==> src/rtl/tqi_pkg.sv <==
`default_nettype none
package tqi_pkg;

   localparam int unsigned WORD_W   = 32;
   localparam int unsigned ACTION_W = 2;
   localparam int unsigned STATUS_W = 2;

   // action codes on the request channel
   localparam logic [ACTION_W-1:0] ACT_PUSH_A = 2'd0;
   localparam logic [ACTION_W-1:0] ACT_PUSH_B = 2'd1;
   localparam logic [ACTION_W-1:0] ACT_MERGE  = 2'd2;

   // status codes on the response channel
   localparam logic [STATUS_W-1:0] ST_ACCEPTED = 2'd0;
   localparam logic [STATUS_W-1:0] ST_FULL     = 2'd1;
   localparam logic [STATUS_W-1:0] ST_ITEM     = 2'd2;
   localparam logic [STATUS_W-1:0] ST_EMPTY    = 2'd3;

   typedef enum logic [1:0] {
      FSM_IDLE  = 2'b01,
      FSM_MERGE = 2'b10
   } fsm_state_type;

   // controller to datapath
   typedef struct packed {
      logic push_a;
      logic push_b;
      logic merge_start;
      logic merge_step;
      logic report_empty;
   } dp_cmd_type;

   // datapath to controller
   typedef struct packed {
      logic out_free;
      logic both_empty;
      logic merge_last;
   } dp_stat_type;

endpackage
`default_nettype wire

==> src/rtl/tqi_ctrl.sv <==
`default_nettype none
module tqi_ctrl
   import tqi_pkg::*;
(
   input  wire logic                clock,
   input  wire logic                reset,
   input  wire logic                req_valid,
   input  wire logic [ACTION_W-1:0] req_action,
   output      logic                req_stall,
   input  wire dp_stat_type         stat,
   output      dp_cmd_type          cmd
);

   fsm_state_type state_ff, state_in;
   logic          accepted;

   assign req_stall = (state_ff != FSM_IDLE) || !stat.out_free;
   assign accepted  = req_valid && !req_stall;

   always_comb begin
      state_in = state_ff;
      cmd      = '0;
      unique case (state_ff)
         FSM_IDLE: begin
            if (accepted) begin
               cmd.push_a = (req_action == ACT_PUSH_A);
               cmd.push_b = (req_action == ACT_PUSH_B);
               if (req_action == ACT_MERGE) begin
                  if (stat.both_empty) begin
                     cmd.report_empty = 1'b1;
                  end else begin
                     cmd.merge_start = 1'b1;
                     state_in        = FSM_MERGE;
                  end
               end
            end
         end
         FSM_MERGE: begin
            if (stat.out_free) begin
               cmd.merge_step = 1'b1;
               if (stat.merge_last) begin
                  state_in = FSM_IDLE;
               end
            end
         end
         default: begin
            state_in = FSM_IDLE;
         end
      endcase
   end

   always_ff @(posedge clock) begin
      if (reset) begin
         state_ff <= FSM_IDLE;
      end else begin
         state_ff <= state_in;
      end
   end

endmodule
`default_nettype wire

==> src/rtl/tqi_datapath.sv <==
`default_nettype none
module tqi_datapath
   import tqi_pkg::*;
#(
   parameter int unsigned DEPTH = 16
) (
   input  wire logic                     clock,
   input  wire logic                     reset,
   input  wire dp_cmd_type               cmd,
   input  wire logic signed [WORD_W-1:0] req_value,
   input  wire logic                     rsp_stall,
   output      dp_stat_type              stat,
   output      logic                     rsp_valid,
   output      logic [STATUS_W-1:0]      rsp_status,
   output      logic signed [WORD_W-1:0] rsp_item,
   output      logic                     rsp_last
);

   localparam int unsigned CNT_W = $clog2(DEPTH + 1);
   localparam int unsigned IDX_W = (DEPTH > 1) ? $clog2(DEPTH) : 1;
   localparam logic [CNT_W-1:0] FULL_CNT = CNT_W'(DEPTH);

   logic [WORD_W-1:0] store_a [DEPTH];
   logic [WORD_W-1:0] store_b [DEPTH];

   logic [CNT_W-1:0] count_a_ff, count_a_in;
   logic [CNT_W-1:0] count_b_ff, count_b_in;
   logic [CNT_W-1:0] rd_a_ff, rd_a_in;
   logic [CNT_W-1:0] rd_b_ff, rd_b_in;
   logic             turn_b_ff, turn_b_in;
   logic             rsp_valid_ff, rsp_valid_in;
   logic [STATUS_W-1:0] rsp_status_ff, rsp_status_in;
   logic [WORD_W-1:0]   rsp_item_ff, rsp_item_in;
   logic                rsp_last_ff, rsp_last_in;

   logic             full_a, full_b, a_left, b_left, take_a, load;
   logic [CNT_W-1:0] rd_a_inc, rd_b_inc;

   assign full_a   = (count_a_ff == FULL_CNT);
   assign full_b   = (count_b_ff == FULL_CNT);
   assign a_left   = (rd_a_ff < count_a_ff);
   assign b_left   = (rd_b_ff < count_b_ff);
   // a's turn unless a is drained, or b's turn while b still has words
   assign take_a   = (!turn_b_ff && a_left) || !b_left;
   assign rd_a_inc = rd_a_ff + CNT_W'(1);
   assign rd_b_inc = rd_b_ff + CNT_W'(1);

   assign stat.out_free   = !rsp_valid_ff || !rsp_stall;
   assign stat.both_empty = (count_a_ff == '0) && (count_b_ff == '0);
   assign stat.merge_last = take_a ? ((rd_a_inc == count_a_ff) && !b_left)
                                   : ((rd_b_inc == count_b_ff) && !a_left);

   assign load = cmd.push_a || cmd.push_b || cmd.report_empty || cmd.merge_step;

   always_ff @(posedge clock) begin
      if (cmd.push_a && !full_a) begin
         store_a[count_a_ff[IDX_W-1:0]] <= req_value;
      end
      if (cmd.push_b && !full_b) begin
         store_b[count_b_ff[IDX_W-1:0]] <= req_value;
      end
   end

   always_comb begin
      count_a_in = count_a_ff;
      count_b_in = count_b_ff;
      rd_a_in    = rd_a_ff;
      rd_b_in    = rd_b_ff;
      turn_b_in  = turn_b_ff;
      if (cmd.push_a && !full_a) begin
         count_a_in = count_a_ff + CNT_W'(1);
      end
      if (cmd.push_b && !full_b) begin
         count_b_in = count_b_ff + CNT_W'(1);
      end
      if (cmd.merge_start) begin
         rd_a_in   = '0;
         rd_b_in   = '0;
         turn_b_in = 1'b0;
      end
      if (cmd.merge_step) begin
         if (take_a) begin
            rd_a_in   = rd_a_inc;
            turn_b_in = 1'b1;
         end else begin
            rd_b_in   = rd_b_inc;
            turn_b_in = 1'b0;
         end
         if (stat.merge_last) begin
            count_a_in = '0;
            count_b_in = '0;
         end
      end
   end

   always_comb begin
      rsp_status_in = rsp_status_ff;
      rsp_item_in   = rsp_item_ff;
      rsp_last_in   = rsp_last_ff;
      rsp_valid_in  = rsp_valid_ff && rsp_stall;
      if (load) begin
         rsp_valid_in = 1'b1;
         rsp_item_in  = '0;
         rsp_last_in  = 1'b1;
         priority if (cmd.merge_step) begin
            rsp_status_in = ST_ITEM;
            rsp_last_in   = stat.merge_last;
         end else if (cmd.report_empty) begin
            rsp_status_in = ST_EMPTY;
         end else if (cmd.push_a) begin
            rsp_status_in = full_a ? ST_FULL : ST_ACCEPTED;
         end else begin
            rsp_status_in = full_b ? ST_FULL : ST_ACCEPTED;
         end
      end
   end

   always_ff @(posedge clock) begin
      if (reset) begin
         count_a_ff   <= '0;
         count_b_ff   <= '0;
         rd_a_ff      <= '0;
         rd_b_ff      <= '0;
         turn_b_ff    <= 1'b0;
         rsp_valid_ff <= 1'b0;
      end else begin
         count_a_ff   <= count_a_in;
         count_b_ff   <= count_b_in;
         rd_a_ff      <= rd_a_in;
         rd_b_ff      <= rd_b_in;
         turn_b_ff    <= turn_b_in;
         rsp_valid_ff <= rsp_valid_in;
      end
   end

   // drained words are read straight into the response register
   always_ff @(posedge clock) begin
      rsp_status_ff <= rsp_status_in;
      rsp_last_ff   <= rsp_last_in;
      if (cmd.merge_step) begin
         if (take_a) begin
            rsp_item_ff <= store_a[rd_a_ff[IDX_W-1:0]];
         end else begin
            rsp_item_ff <= store_b[rd_b_ff[IDX_W-1:0]];
         end
      end else begin
         rsp_item_ff <= rsp_item_in;
      end
   end

   assign rsp_valid  = rsp_valid_ff;
   assign rsp_status = rsp_status_ff;
   assign rsp_item   = rsp_item_ff;
   assign rsp_last   = rsp_last_ff;

endmodule
`default_nettype wire

==> src/rtl/two_queue_interleaver.sv <==
`default_nettype none
// two bounded queues, a and b, of DEPTH signed words each. action 0 or 1 pushes
// req_value onto a or b and answers with one transfer: status accepted, or full
// when that queue already holds DEPTH words (the queue is left unchanged). action 2
// drains both queues alternately starting with a, one word per response
// transfer, the final one marked by rsp_last; both queues are then empty. a merge
// on two empty queues answers with a single transfer of status empty. action 3 is
// dropped with no response. item is zero on every status other than merged item.
// timing: the response to a push or an empty merge is registered from the request
// transfer. a merge first decodes and resets the drain pointers, then drains one
// word per step, count_a + count_b in all (at most 2*DEPTH), set by the single
// read port of each queue store; the request side is stalled for the whole drain.
// a new request is taken while a response still waits in the output register,
// as long as that register is being emptied in the same cycle.
module two_queue_interleaver
   import tqi_pkg::*;
#(
   parameter int unsigned DEPTH = 16
) (
   input  wire logic                     clock,
   input  wire logic                     reset,
   // request channel
   input  wire logic                     req_valid,
   output      logic                     req_stall,
   input  wire logic [ACTION_W-1:0]      req_action,
   input  wire logic signed [WORD_W-1:0] req_value,
   // response channel
   output      logic                     rsp_valid,
   input  wire logic                     rsp_stall,
   output      logic [STATUS_W-1:0]      rsp_status,
   output      logic signed [WORD_W-1:0] rsp_item,
   output      logic                     rsp_last
);

   // command and status between the sequencer and the queue datapath
   dp_cmd_type  cmd;
   dp_stat_type stat;

   // sequencer: decodes request transfers and steps through a drain
   tqi_ctrl u_ctrl (
      .clock      (clock),
      .reset      (reset),
      .req_valid  (req_valid),
      .req_action (req_action),
      .req_stall  (req_stall),
      .stat       (stat),
      .cmd        (cmd)
   );

   // queue stores, counters, drain pointers and the response register
   tqi_datapath #(
      .DEPTH (DEPTH)
   ) u_datapath (
      .clock      (clock),
      .reset      (reset),
      .cmd        (cmd),
      .req_value  (req_value),
      .rsp_stall  (rsp_stall),
      .stat       (stat),
      .rsp_valid  (rsp_valid),
      .rsp_status (rsp_status),
      .rsp_item   (rsp_item),
      .rsp_last   (rsp_last)
   );

endmodule
`default_nettype wire

==> config.mk <==
export PLATFORM = sky130hd
export DESIGN_NAME = two_queue_interleaver
export DESIGN_NICKNAME = d
export VERILOG_FILES = /design/src/rtl/tqi_pkg.sv /design/src/rtl/tqi_ctrl.sv /design/src/rtl/tqi_datapath.sv /design/src/rtl/two_queue_interleaver.sv
export SDC_FILE = /design/constraint.sdc
export NUM_CORES = 1
export LEC_CHECK = 0
export ABC_CLOCK_PERIOD_IN_PS = 9000
export BUFFER_PORTS_ARGS = -buffer_cell sky130_fd_sc_hd__buf_2
export CORE_MARGIN = 3
export CORE_UTILIZATION = 35
export CTS_CLUSTER_DIAMETER = 50
export CTS_CLUSTER_SIZE = 30
export DETAILED_ROUTE_END_ITERATION = 10
export SYNTH_ARGS = -nofsm -noshare
export SYNTH_HDL_FRONTEND = slang
export SYNTH_HIERARCHICAL = 1
export SYNTH_SLANG_ARGS = --single-unit
==> constraint.sdc <==
create_clock -name clock -period 9 [get_ports clock]
set_input_delay 0.9 -clock clock [delete_from_list [all_inputs] [get_ports clock]]
set_output_delay 0.9 -clock clock [all_outputs]
set_load 0.01 [all_outputs]
Yosys cells after proc, flatten, opt, wreduce, memory -nomap -nowiden

Memory sizes are Yosys's and may differ from the RTL's. A register that Yosys moved wholly into a read port is not among the register bits.
Index checks and enable logic that the tools add are counted.

Register bits: 59
Latch bits: 0
RAM bits: 1024
ROM bits: 0
Input bits: 38
Output and inout bits: 37
Logic and storage cells: 109
Memories kept: 2

Add/sub/neg operators: 4
Multiply operators: 0
Divide/modulo/power cells: 0
Order comparisons: 2
Eq/ne operators: 14
Shift-type cells: 0
Muxes and demuxes: 46
Bitwise gates (word level): 0
Reduce and logical (&&, ||, !) cells: 30

Memories:

| name               | words | width | rd ports | clocked after Yosys merged registers in | write ports | RTL line           | source |
|---|---|---|---|---|---|---|---|
| u_datapath.store_a | 16    | 32    | 1        | 1                                       | 1           | tqi_datapath.sv:23 | `logic [WORD_W-1:0] store_a [DEPTH];` |
| u_datapath.store_b | 16    | 32    | 1        | 1                                       | 1           | tqi_datapath.sv:24 | `logic [WORD_W-1:0] store_b [DEPTH];` |

Operator list:

| kind                                                                   | count |
|---|---|
| 32-bit two-way mux                                                     | 3 |
| 5-bit two-way mux                                                      | 12 |
| 1-bit two-way mux                                                      | 21 |
| 5-bit by 1-bit adder with 5-bit output (second input constant)         | 4 |
| 5-bit equality test                                                    | 2 |
| 5-bit equality test (second input constant)                            | 2 |
| 5-bit logical NOT                                                      | 2 |
| 5-bit < comparator                                                     | 2 |
| 2-bit two-way mux                                                      | 5 |
| 1-bit logical NOT                                                      | 9 |
| 1-bit logical AND                                                      | 8 |
| 4-bit two-way mux                                                      | 2 |
| 2-bit by 1-bit != test with 1-bit output (second input constant)       | 4 |
| 1-bit logical OR                                                       | 6 |
| 3-bit two-way mux                                                      | 2 |
| 5-bit AND reduction                                                    | 1 |
| 2-bit by 1-bit equality test with 1-bit output (second input constant) | 2 |
| 2-bit equality test (second input constant)                            | 2 |
| 2-bit != test (second input constant)                                  | 2 |
| 2-bit case mux with 2 select lines                                     | 1 |
| 2-bit nonzero test                                                     | 2 |
| 2-bit logical NOT                                                      | 1 |
| 2-bit OR reduction                                                     | 1 |

Logic depth before layout (Yosys ltp)

Depth after elaboration: 13
Gate-level depth with buffers: 13
Depth with buffers taken out: 10

Modules after synthesis

Netlist, hierarchy kept.

Modules (own cells, without submodules):

| module       | instances | cells each | area each (µm²) | sequential area each (µm²) |
|---|---|---|---|---|
| tqi_datapath | 1         | 1801       | 41731.3         | 32240.9 |
| tqi_ctrl     | 1         | 15         | 157.7           | 40.0 |

Worst setup path after synthesis

Ideal clock, no wire load.

Path kind: input port to flip-flop
Start: in rsp_stall
End: mem u_datapath.store_b[2][0] (enable)
Setup time: 501 ps
Data arrival time: 4991 ps
Data required time: 8499 ps
Path slack: 3508 ps
Cell stages on the path: 5
Path buffers: 0
Cells stage by stage: nand2_1 > nand4b_4 > nor3b_1 > nand2_1 > nor4_1

RTL lines:

| item            | RTL line                    | source |
|---|---|---|
| start, declared | two_queue_interleaver.sv:29 | `input wire logic rsp_stall,` |
| end, declared   | tqi_datapath.sv:24          |  |

Worst setup path after layout

Start: reg u_datapath.rd_b_ff[1]
End: reg u_datapath.rsp_item_ff[20], in the netlist u_datapath/rsp_item[20] (data pin)

Cells in the longest elaborated chain, start to end: 5

Ends and longest elaborated chain:

| item                   | RTL line            | source |
|---|---|---|
| start, declared        | tqi_datapath.sv:29  | `logic [CNT_W-1:0] rd_b_ff, rd_b_in;` |
| start signal, assigned | tqi_datapath.sv:130 | `rd_b_ff <= rd_b_in;` |
| 5-bit < comparator     | tqi_datapath.sv:42  | `assign b_left = (rd_b_ff < count_b_ff);` |
| 1-bit logical NOT      | tqi_datapath.sv:44  | `assign take_a = (!turn_b_ff && a_left) \|\| !b_left;` |
| 1-bit logical OR       | tqi_datapath.sv:44  |  |
| 32-bit two-way mux     | tqi_datapath.sv:141 | `if (take_a) begin` |
| 32-bit two-way mux     | tqi_datapath.sv:140 | `if (cmd.merge_step) begin` |
| end signal, assigned   | tqi_datapath.sv:142 | `rsp_item_ff <= store_a[rd_a_ff[IDX_W-1:0]];` |
| end signal, assigned   | tqi_datapath.sv:144 | `rsp_item_ff <= store_b[rd_b_ff[IDX_W-1:0]];` |
| end signal, assigned   | tqi_datapath.sv:147 | `rsp_item_ff <= rsp_item_in;` |
| end, declared          | tqi_datapath.sv:33  | `logic [WORD_W-1:0] rsp_item_ff, rsp_item_in;` |

Every way passes these cells.
A chain may end at the register's enable or synchronous reset.

==> reports/results.ini <==
[status]
run_status=complete, no violations

[placed_design]
placed_cells_incl_taps=3444
portBuffers=74
dp.final_hpwl_um=54320
gp_congestion=0.7808
worst_setup_slack_before_clock_tree_synthesis_ns=5.053

[setup_path]
critPathKind=reg2reg
timing.critical_path.arrival_ns=4.00
worstRegToRegCells=6
critical_path.max_stage_delay_ns=0.91
crit_path_max_fanout=68
worst_ep_required_time_ns=9.31
cp_cell_sequence=buf_4, buf_4, mux4_2, mux4_2, inv_1, o22ai_1
slowest_stage=buf_4
start_kind=flop
cp-end-kind=flop

[timing]
timing.final.crit_period_ns=3.690
grt_setup_unrepaired=no
max_slew.worst_pin.slew_ns=1.125
final_min_period_over_clock_period_pct=41.00
endpoints_failing_hold=0
setup_viol_count_final=0
fmax_ghz=0.2710
finClkSkew_ns=0.02769
final.setup.tns_ns=0
slew_headroom_pct=24.99
final_critical_path_setup_slack_ns=5.310
max_slew_violation_count=0

[die]
boundary_pins=75
die_area_um2=123900
chipWidth_um=352.0
initial_utilization_pct=35.38
floorplan.die.height_um=352.0
coreArea_um2=118400
placement_rows=126

[clock_tree]
number_of_buffers_created_by_cts=100
clkSlewWorstSetupHoldPaths_ns=0.07
cts_hold_repair.buffers=0
post_cts_resized=0
clk_latency_ns=0.68
ctsLongestPathBuffers=3
clock_tree.htree_level_count=3
tritoncts_clock_tree=yes
post-cts-setup-buffers=0
numClockSinks=1083
cts.root.buffer_cell=clkbuf_16

[yosys]
synth-edff-count=1059
syn_avg_cell_area_um2=23.07
postSynthCellCount=1816
synth_cell_type_count=55
ys_dominant_reg_cell=edfxtp_1
yosys.area.top_type=edfxtp_1
synth.ff_latch_count=1083
synthDominantCellAreaShare_pct=75.92
post_synth_main_area_contributors=edfxtp_1 76%, mux4_2 17%, dfxtp_1 1.1%
yosysWarnings=6
synthesis.area_um2=41890
synth_sequential_area_ratio_pct=77.06
postSynthNetCount=1874
asyncSetResetFlopFracSynth_pct=0

[pwr]
power_per_cell_area_nw_per_um2=212.8
p_leak_uw=0.01447
max_rail_drop_vdd_mv=0.1577

[global_route]
largest_net_degree_at_the_start_of_global_routing=69
vias_in_the_first_global_route=19910
global_route_wire_length_before_repair_um=143300
grt.busiest_layer=met2
grt.overflow.total=0
met1_usage_pct=22.74
grt_use_total_pct=15.75
global_routing_met3_resource_utilization_pct=3.034
globalRouteMet2Util_pct=25.00
grt_antenna_before_repair=4

[detailed_routing]
vias=19200
drt_drc_violations_left=0
antenna_violating_nets_post_route=0
detail_route.first_pass.iterations=5
routed_wirelength_um=98260
dr.first_iter.drc_count=1773
detail_route.wl_per_cell_um=27.05
via_per_inst=5.287

[final_layout]
nFillCells=10270
drive_above_1_share_pct=33.17
layout.cells.non_filler=3632
final_core_util_pct=40.40
area_delta_synth_final_pct=14.20
final_nets=2004
antenna_cells=0

[min_path]
min-delay-path-class=reg2reg
worst_hold_path.num_cells=2

[run]
max_cap_viol=0

==> critical path, delay by kind of cell, from the launching register on <==
family                 cells  cell delay, ns
AO/OA/AOI/OAI              1            0.21
multiplexers               2            0.90
buffers and inverters      3            1.69
flip-flops                 1            0.33
==> cell usage after synthesis (2+ instances only) <==
master	count
edfxtp_1	1059
mux4_2	320
inv_1	60
nor2_1	50
clkbuf_1	44
o22ai_1	32
nand2_1	25
dfxtp_1	24
ha_1	20
buf_6	19
buf_2	18
xnor2_1	14
inv_2	13
a21oi_1	11
nand2b_1	11
buf_1	7
nand3_1	7
nand3b_1	7
and3_1	5
nor3b_1	5
and2_1	4
clkinv_1	4
nor2b_1	4
a21o_1	3
mux2i_1	3
nor3_1	3
o221ai_1	3
or3_1	3
xor2_1	3
buf_4	2
nand4_1	2
nor4_1	2
o2111ai_1	2
o21ai_1	2
o21bai_1	2
o31ai_1	2
or2_1	2
or4_1	2
==> layer usage <==
layer	part of all wire (%)	vias to the layer above
met5	0	-
met4	1.7	0
met3	6.6	108
met2	48	680
met1	44	10500
li1	-	7911
==> state kept, by name (all words and copies together) (netlist names) <==
name                   cells
u_datapath/rsp_valid       1
u_datapath/rd_b_ff         5
u_datapath/store_b       512
u_ctrl/state_ff            2
u_datapath/rd_a_ff         5
u_datapath/rsp_item       32
u_datapath/store_a       512
u_datapath/rsp_status      2
u_datapath/count_b_ff      5
u_datapath/turn_b_ff       1
u_datapath/count_a_ff      5
u_datapath/rsp_last        1
==> through the flow <==
| stage | hold slack [ns] | total power [uW] | cell area, um^2 |
|---|---|---|---|
| after detailed placement | 0.4503 | 5865 | 44330 |
| after global routing | 0.4688 | 10490 | 47840 |
| after CTS | 0.4510 | 10290 | 47840 |
| after floorplan | 0.4323 | 5731 | 41890 |
| final | 0.4680 | 10180 | 47840 |
| after global placement | 0.4445 | 5856 | 44330 |
==> power by group <==
group | internal [uW] | switching (uW) | total, uW
combinational | 41.1 | 135 | 176
clock | 2360 | 2070 | 4430
sequential | 5560 | 17.0 | 5570
==> worst paths after layout <==
check / from / to / slack [ns]
setup / recovery: u_datapath/rd_b_ff[1]$_SDFF_PP0_ / u_datapath/rsp_item[20]$_SDFFCE_PN0P_ / 5.31
hold / removal: u_datapath/turn_b_ff$_SDFFE_PP0P_ / u_datapath/turn_b_ff$_SDFFE_PP0P_ / 0.47
setup reg to reg: u_datapath/rd_b_ff[1]$_SDFF_PP0_ / u_datapath/rsp_item[20]$_SDFFCE_PN0P_ / 5.31
hold reg to reg: u_datapath/turn_b_ff$_SDFFE_PP0P_ / u_datapath/turn_b_ff$_SDFFE_PP0P_ / 0.47
==> layout by cell type (no fill, tap or decap), types with 5 or more instances in the layout <==
cell type   instances
nand2_1            25
nor2_4             24
clkinv_4            8
clkinv_2            5
inv_2              13
ha_1               20
nand2b_1           11
dfxtp_1            16
bufinv_16           7
mux4_2            320
clkinv_1            8
inv_8              11
clkbuf_1            5
o22ai_1            32
clkbuf_16         100
edfxtp_1         1059
nand3b_1            7
xnor2_1            14
nor2_1             26
buf_4              44
inv_1              60
clkinv_8            6
nand3_1             7
inv_6              21
buf_2              74
dfxtp_4             6
clkinvlp_4         13
a21oi_1            11
==> area by class of cell <==
cell class                 instances  area (um^2)  area share [%]
clock buffer                     105         2521           5.270
clock inverter                    83        988.4           2.066
inverter                          77        289.0          0.6042
multi-input combinational        566         9029           18.87
sequential                      1083        32310           67.54
tap                             1600         2002           4.185
timing repair buffer             118        700.7           1.465
==> kinds of logic after synthesis <==
kind of cell,synth area share (%)
buf+inv,1.909
mux,17.28
compound gates,1.019
fa+ha+maj,0.5974
simple gates,1.780
xor+xnor,0.3555
flops,77.06
No activity file was read; power rests on OpenSTA's default activity.
